==> src/hdl/page_range_merge_table_assert.svh <==
// -----------------------------------------------------------------------------
// Page range merge table assertion macros
// Shared helpers for the concurrent checks in the table controller and datapath.
// Each user module has ports named clock and reset.
// -----------------------------------------------------------------------------
`ifndef PAGE_RANGE_MERGE_TABLE_ASSERT_SVH
`define PAGE_RANGE_MERGE_TABLE_ASSERT_SVH

// A property that must hold at every clock edge out of reset.
`define PRMT_CHECK(label, prop, msg) \
   label: assert property (@(posedge clock) disable iff (reset) (prop)) else $error(msg);

// A condition that, when seen, must be followed in the next cycle by another.
`define PRMT_CHECK_NEXT(label, trig, cons, msg) \
   label: assert property (@(posedge clock) disable iff (reset) (trig) |=> (cons)) \
      else $error(msg);

`endif

==> src/hdl/prmt_pkg.sv <==
// -----------------------------------------------------------------------------
// Page range merge table package
// Result codes, fixed field widths and the command and status bundles that
// join the controller to the datapath.
// -----------------------------------------------------------------------------
`timescale 1ns / 1ps
`default_nettype none

package prmt_pkg;

   // Fixed port field widths.
   localparam int FIELD_W  = 64;
   localparam int STATUS_W = 3;
   localparam int SLOT_W   = 7;
   localparam int USED_W   = 8;
   localparam int SHIFT_W  = 5;

   // Page shift after reset (4 KiB pages).
   localparam logic [SHIFT_W-1:0] SHIFT_RESET = 5'd12;

   // Result status codes.
   localparam logic [STATUS_W-1:0] ST_APPENDED    = 3'd0;
   localparam logic [STATUS_W-1:0] ST_MERGED      = 3'd1;
   localparam logic [STATUS_W-1:0] ST_FULL        = 3'd2;
   localparam logic [STATUS_W-1:0] ST_INVALID     = 3'd3;
   localparam logic [STATUS_W-1:0] ST_READ_OK     = 3'd4;
   localparam logic [STATUS_W-1:0] ST_READ_UNUSED = 3'd5;

   // Commands from the controller to the datapath.
   typedef struct packed {
      logic capture;    // take the request beat into the working registers
      logic decode;     // latch aligned bounds, start the first table read
      logic reject;     // result is full, invalid or unused index
      logic take_read;  // result is the entry just read
      logic advance;    // step the scan to the next slot
      logic merge;      // widen the current entry and report it
      logic append;     // write a new entry at the end of the table
      logic load_rsp;   // move the finished result to the output register
   } prmt_cmd_type;

   // Status from the datapath to the controller.
   typedef struct packed {
      logic is_read;    // request reads an entry
      logic read_hit;   // read index is below the entry count
      logic full;       // no free slot left
      logic bad;        // range is invalid after checks
      logic empty;      // table holds no entries
      logic match;      // current scanned entry overlaps or touches the range
      logic last;       // current scanned entry is the last in use
      logic rsp_free;   // output register can take a result this cycle
   } prmt_sts_type;

endpackage

`default_nettype wire

==> src/hdl/prmt_controller.sv <==
// -----------------------------------------------------------------------------
// Page range merge table controller
// Sequences one request at a time: capture, decode, optional scan or read,
// optional table update, then hand-off of the result to the output register.
// -----------------------------------------------------------------------------
`timescale 1ns / 1ps
`default_nettype none
`include "page_range_merge_table_assert.svh"

module prmt_controller
   import prmt_pkg::*;
(
   input  wire logic          clock,
   input  wire logic          reset,
   input  wire logic          req_valid,
   output logic               req_ready,
   input  wire prmt_sts_type  sts,
   output prmt_cmd_type       cmd
);

   typedef enum logic [2:0] {
      ST_IDLE,
      ST_DECODE,
      ST_READ_WAIT,
      ST_SCAN,
      ST_APPEND,
      ST_RESP
   } state_type;

   state_type state_ff;
   logic      req_ready_ff;

   // Commands follow directly from the state and the datapath status.
   always_comb begin
      cmd           = '0;
      cmd.capture   = (state_ff == ST_IDLE) && req_valid && req_ready_ff;
      cmd.decode    = (state_ff == ST_DECODE);
      cmd.reject    = (state_ff == ST_DECODE) &&
                      (sts.is_read ? !sts.read_hit : (sts.full || sts.bad));
      cmd.take_read = (state_ff == ST_READ_WAIT);
      cmd.advance   = (state_ff == ST_SCAN) && !sts.match;
      cmd.merge     = (state_ff == ST_SCAN) && sts.match;
      cmd.append    = (state_ff == ST_APPEND);
      cmd.load_rsp  = (state_ff == ST_RESP) && sts.rsp_free;
   end

   // State register and registered ready.
   always_ff @(posedge clock) begin
      if (reset) begin
         state_ff     <= ST_IDLE;
         req_ready_ff <= 1'b1;
      end else begin
         case (state_ff)
            ST_IDLE: begin
               if (req_valid && req_ready_ff) begin
                  state_ff     <= ST_DECODE;
                  req_ready_ff <= 1'b0;
               end
            end
            ST_DECODE: begin
               if (sts.is_read) begin
                  state_ff <= sts.read_hit ? ST_READ_WAIT : ST_RESP;
               end else if (sts.full || sts.bad) begin
                  state_ff <= ST_RESP;
               end else if (sts.empty) begin
                  state_ff <= ST_APPEND;
               end else begin
                  state_ff <= ST_SCAN;
               end
            end
            ST_READ_WAIT: begin
               state_ff <= ST_RESP;
            end
            ST_SCAN: begin
               if (sts.match) begin
                  state_ff <= ST_RESP;
               end else if (sts.last) begin
                  state_ff <= ST_APPEND;
               end
            end
            ST_APPEND: begin
               state_ff <= ST_RESP;
            end
            ST_RESP: begin
               if (sts.rsp_free) begin
                  state_ff     <= ST_IDLE;
                  req_ready_ff <= 1'b1;
               end
            end
            default: begin
               state_ff     <= ST_IDLE;
               req_ready_ff <= 1'b1;
            end
         endcase
      end
   end

   assign req_ready = req_ready_ff;

   // Beats are only taken while nothing is in progress.
   `PRMT_CHECK(a_accept_idle, (req_valid && req_ready) |-> (state_ff == ST_IDLE), "beat taken while busy")
   // A valid record into a non-empty table always goes to the scan.
   `PRMT_CHECK_NEXT(a_scan_entry, cmd.decode && !sts.is_read && !sts.full && !sts.bad && !sts.empty, state_ff == ST_SCAN, "scan skipped")
   // The scan is never active on an empty table.
   `PRMT_CHECK(a_scan_nonempty, (state_ff == ST_SCAN) |-> !sts.empty, "scan of empty table")

endmodule

`default_nettype wire

==> config.mk <==
export PLATFORM = sky130hd
export DESIGN_NAME = prmt_controller
export DESIGN_NICKNAME = d
export VERILOG_FILES = /design/src/hdl/prmt_pkg.sv /design/src/hdl/prmt_controller.sv
export VERILOG_INCLUDE_DIRS = /design/src /design/src/hdl
export SDC_FILE = /design/constraint.sdc
export NUM_CORES = 1
export LEC_CHECK = 0
export BUFFER_PORTS_ARGS = -buffer_cell sky130_fd_sc_hd__buf_2
export CORE_AREA = 2 2 39 41
export CTS_CLUSTER_DIAMETER = 80
export DETAILED_ROUTE_END_ITERATION = 7
export DIE_AREA = 0 0 41 43
export GPL_ROUTABILITY_DRIVEN = 0
export SETUP_SLACK_MARGIN = 0.15
export SLEW_MARGIN = 0
export SYNTH_ARGS = -nofsm -noshare
export SYNTH_HDL_FRONTEND = slang
export SYNTH_SLANG_ARGS = --single-unit
==> constraint.sdc <==
create_clock -name clock -period 0.97 [get_ports clock]
set_input_delay 0.0485 -clock clock [delete_from_list [all_inputs] [get_ports clock]]
set_output_delay 0.0485 -clock clock [all_outputs]
set_load 0.01 [all_outputs]
After elaboration in Yosys (flattened, before gate mapping) --
Cells that the tools add are included.
Storage, ports and cells: register bits after elaboration 4, input bits 11
Operators by class: equality and inequality tests 8, muxes and demuxes 13, bitwise gates (word level) 1, reduce and logical (&&, ||, !) cells 15
Operator list (number):
- $mux W3 | 8
- $pmux W3 S5 | 1
- $logic_and A1 B1 Y1 | 7
- $eq A3 B2 Y1 const B | 2
- $eq A3 B3 Y1 const B | 2
- $reduce_and A3 Y1 | 2
- $reduce_or A4 Y1 | 1
- $eq A3 B1 Y1 const B | 1
- $logic_not A3 Y1 | 1
- $mux W1 | 3
- $ne A3 B3 Y1 const B | 1
- $pmux W1 S3 | 1
- $logic_not A1 Y1 | 2
- $ne A2 B1 Y1 const B | 1
- $ne A2 B2 Y1 const B | 1
- $reduce_or A2 Y1 | 1
- $logic_or A1 B1 Y1 | 1
- $not A1 Y1 | 1

Depth between registers and ports, before layout --
word-level depth 4, mapped depth 5

Worst setup path before layout --
OpenSTA, ideal clock, no wires.
path type reg2reg, start reg state_ff[2], end reg state_ff[1], arrival 1.043 ns, required time 0.911 ns, slack -0.132 ns, stages on the path, launching flop included 5, buffers on the path 1, path through dfxtp_1 -> buf_6 -> nor4b_4 -> o2bb2ai_1 -> o311a_1
Between the ends: cells in the longest elaborated chain, start to end 3, elaborated cells between the ends (all ways) 12
Ends and longest elaborated chain:
- from (decl) | RTL line prmt_controller.sv:30 | state_type state_ff;
- from (signal assigned) | RTL line prmt_controller.sv:62 | state_ff <= sts.read_hit ? ST_READ_WAIT : ST_RESP;
- $eq A3 B3 Y1, or another cell as far along | RTL line prmt_controller.sv:53 | case (state_ff)
- $reduce_or A2 Y1 (no line), or another cell as far along
- $pmux W3 S5 / $reduce_and A3 Y1 (equally long branches)
Parallel ways exist; a longest one is shown, timed or not. A chain may end at the register's enable or synchronous reset.

==> out/results.ini <==
[run_status]
status=finished, violations left
failed_checks=setup timing

[clock_tree]
clk_latency_ps=240
clk_pin_slew_ps=40
htreeDepth=1
cts_buffer_depth=2
cts_buffers=3
tritoncts=built
ctsHoldBuffers=0
ctsRootBufferMaster=clkbuf_4
cts_sinks=4

[worst_setup_path]
r2r_cells=5
start_kind=flip-flop
reg2reg_slack_ps=-220
cp_max_fo=3
worstPathRequired_ps=920
reg2reg_to=state_ff[1]
crit_type=reg2out
end_kind=primary output
arrival_ps=1190
r2r-start=state_ff[2]

[timing]
period_needed_ps=1240
rsz0062_at_grt=true
final_max_slew_viol_count=0
fin_ws_ps=-272
worstMarginPinSlew_ps=323
clock_skew_ps=0.276
final_hold_viol_count=0
fmax_ghz=0.805
setup_violations=11
finalSetupTns_ps=-2190
slew_headroom_pct=78.3
post-route-period-util_pct=128

[floorplan]
die_w_um=41
dieArea_um2=1760
rows=14
start_util_pct=25.6
ios=20
die_height_um=43
core_um2=1380

[logic_synthesis]
ys_ff_latch=4
ys_top_cells_by_count=a21oi_1 (6), dfxtp_1 (4), nand2_1 (4), nor2_1 (4)
netlist_instances=46
yosysWarnings=0
synth_seq_area_share_pct=22.6
synth.area.top_cells=dfxtp_1 (23%), a21oi_1 (8.5%), nor4b_4 (6.7%), a211oi_1 (4.2%), nand2_1 (4.2%)
synthesis.nets=57
synthDistinctLibCells=28
ys.flop_type=dfxtp_1
synth.most_common_cell=a21oi_1
synth_top_area_cell=dfxtp_1
yosysTopAreaCellShare_pct=22.6
syn_area_um2=354
synth_edf_count=0
avgSynthCellArea_um2=7.70
async_flop_share_pct=0

[job]
cap_violations=0

[grt]
grt_max_degree=7
grt_overflow=0
antenna_found_initial=0
grt_usage_pct=16.0
grt_pass1_wl_um=1970
grt_pass1_vias=493

[detailed_routing]
route.vias.total=476
drt_iter0_markers=5
wirelength_um=1160
detail_route.wl_per_cell_um=12.0
drc=0
antenna_left=0
drt_pass1_iterations=4
via_per_inst=4.91

[worst_hold_path]
min_from=reset
hold_end=req_ready
hp-class=in2reg
hold_depth=2

[layout]
antenna_cells=0
n_fill_cell=137
drive_above_1_share_pct=65.4
area_growth_pct=92.2
final_cell_area_um2=681
fin_nets=94

[power]
max-vdd-ir-drop_mv=0.564
power_density_nw_per_um2=1420
power_mw=0.968
p_leak_nw=0.320

[placement]
portBuffers=19
dp_hpwl_um=892
pre_cts_ws_ps=-203
dpl-instance-area_um2=563

[cells in the final DEF (no fill, tap or decap), types with 2 or more instances in the layout]
cell type and n:
buf_4 12, a21oi_2 2, inv_1 2, buf_2 17
o21ai_0 2, a21oi_1 4, dfxtp_4 3, clkbuf_4 3
nor2_1 3, buf_6 5, nand2_1 3
[worst max path at each step]
stage               cells past startpoint         from  slack [ps]          end
floorplan                               4  state_ff[1]         -90  state_ff[1]
global placement                        4  state_ff[2]        -170  state_ff[1]
finish                                  4  state_ff[2]        -270       cmd[2]
CTS                                     4  state_ff[2]        -300       cmd[3]
detailed placement                      4  state_ff[2]        -200  state_ff[0]
global route                            4  state_ff[2]        -320       cmd[3]
[where the power goes]
group / switching [mW] / internal (mW)
registers: 0.0444 / 0.198
logic: 0.236 / 0.276
clock network: 0.0746 / 0.139
[stage by stage]
stage	cells	util, %	hold slack, ps
6_report	97	49.2	42.8
5_1_grt	97	49.2	35.4
4_1_cts	97	47.4	34.0
3_5_place_dp	91	40.7	288
3_3_place_gp	91	40.7	281
2_1_floorplan	46	-	126
[final cells by class]
cell class | count | area (um^2) | area share [%]
multi-input cells | 36 | 280 | 41.2
repair buffers | 35 | 251 | 36.9
flip-flops and latches | 4 | 92.6 | 13.6
clock buffers | 3 | 22.5 | 3.31
well taps | 16 | 20.0 | 2.94
inverters | 3 | 13.8 | 2.02
[sequential cells by signal, indices dropped and copies added (netlist names)]
register / cells
req_ready: 1
state_ff: 3
[logic make-up (layout without fill, tap and decap cells)]
family          Yosys count  after routing  share of synthesized area, %
flops                     4              4                          22.6
buf+inv                   6             41                          9.89
compound gates           17             17                          31.8
simple gates             19             19                          35.7
[worst max-delay path, cell delays in order, from the launching register on]
cell     delay [ps]
dfxtp_4         360
buf_12          130
buf_4           120
and4b_1         220
buf_2           120
[repair_timing]
action,in CTS,in global routing
pin swaps,3,5
buffers inserted,3,0
endpoints found under the setup margin,13,13
gates resized for setup,13,6
[routing by layer]
layer	vias to the layer above	track usage (%)	wire (um)
li1	244	-	-
met1	221	20.8	491
met5	-	0	0
met2	11	25.0	630
met3	0	1.57	37
met4	0	8.00	0
Note: power is estimated with default switching activity, not from simulation.
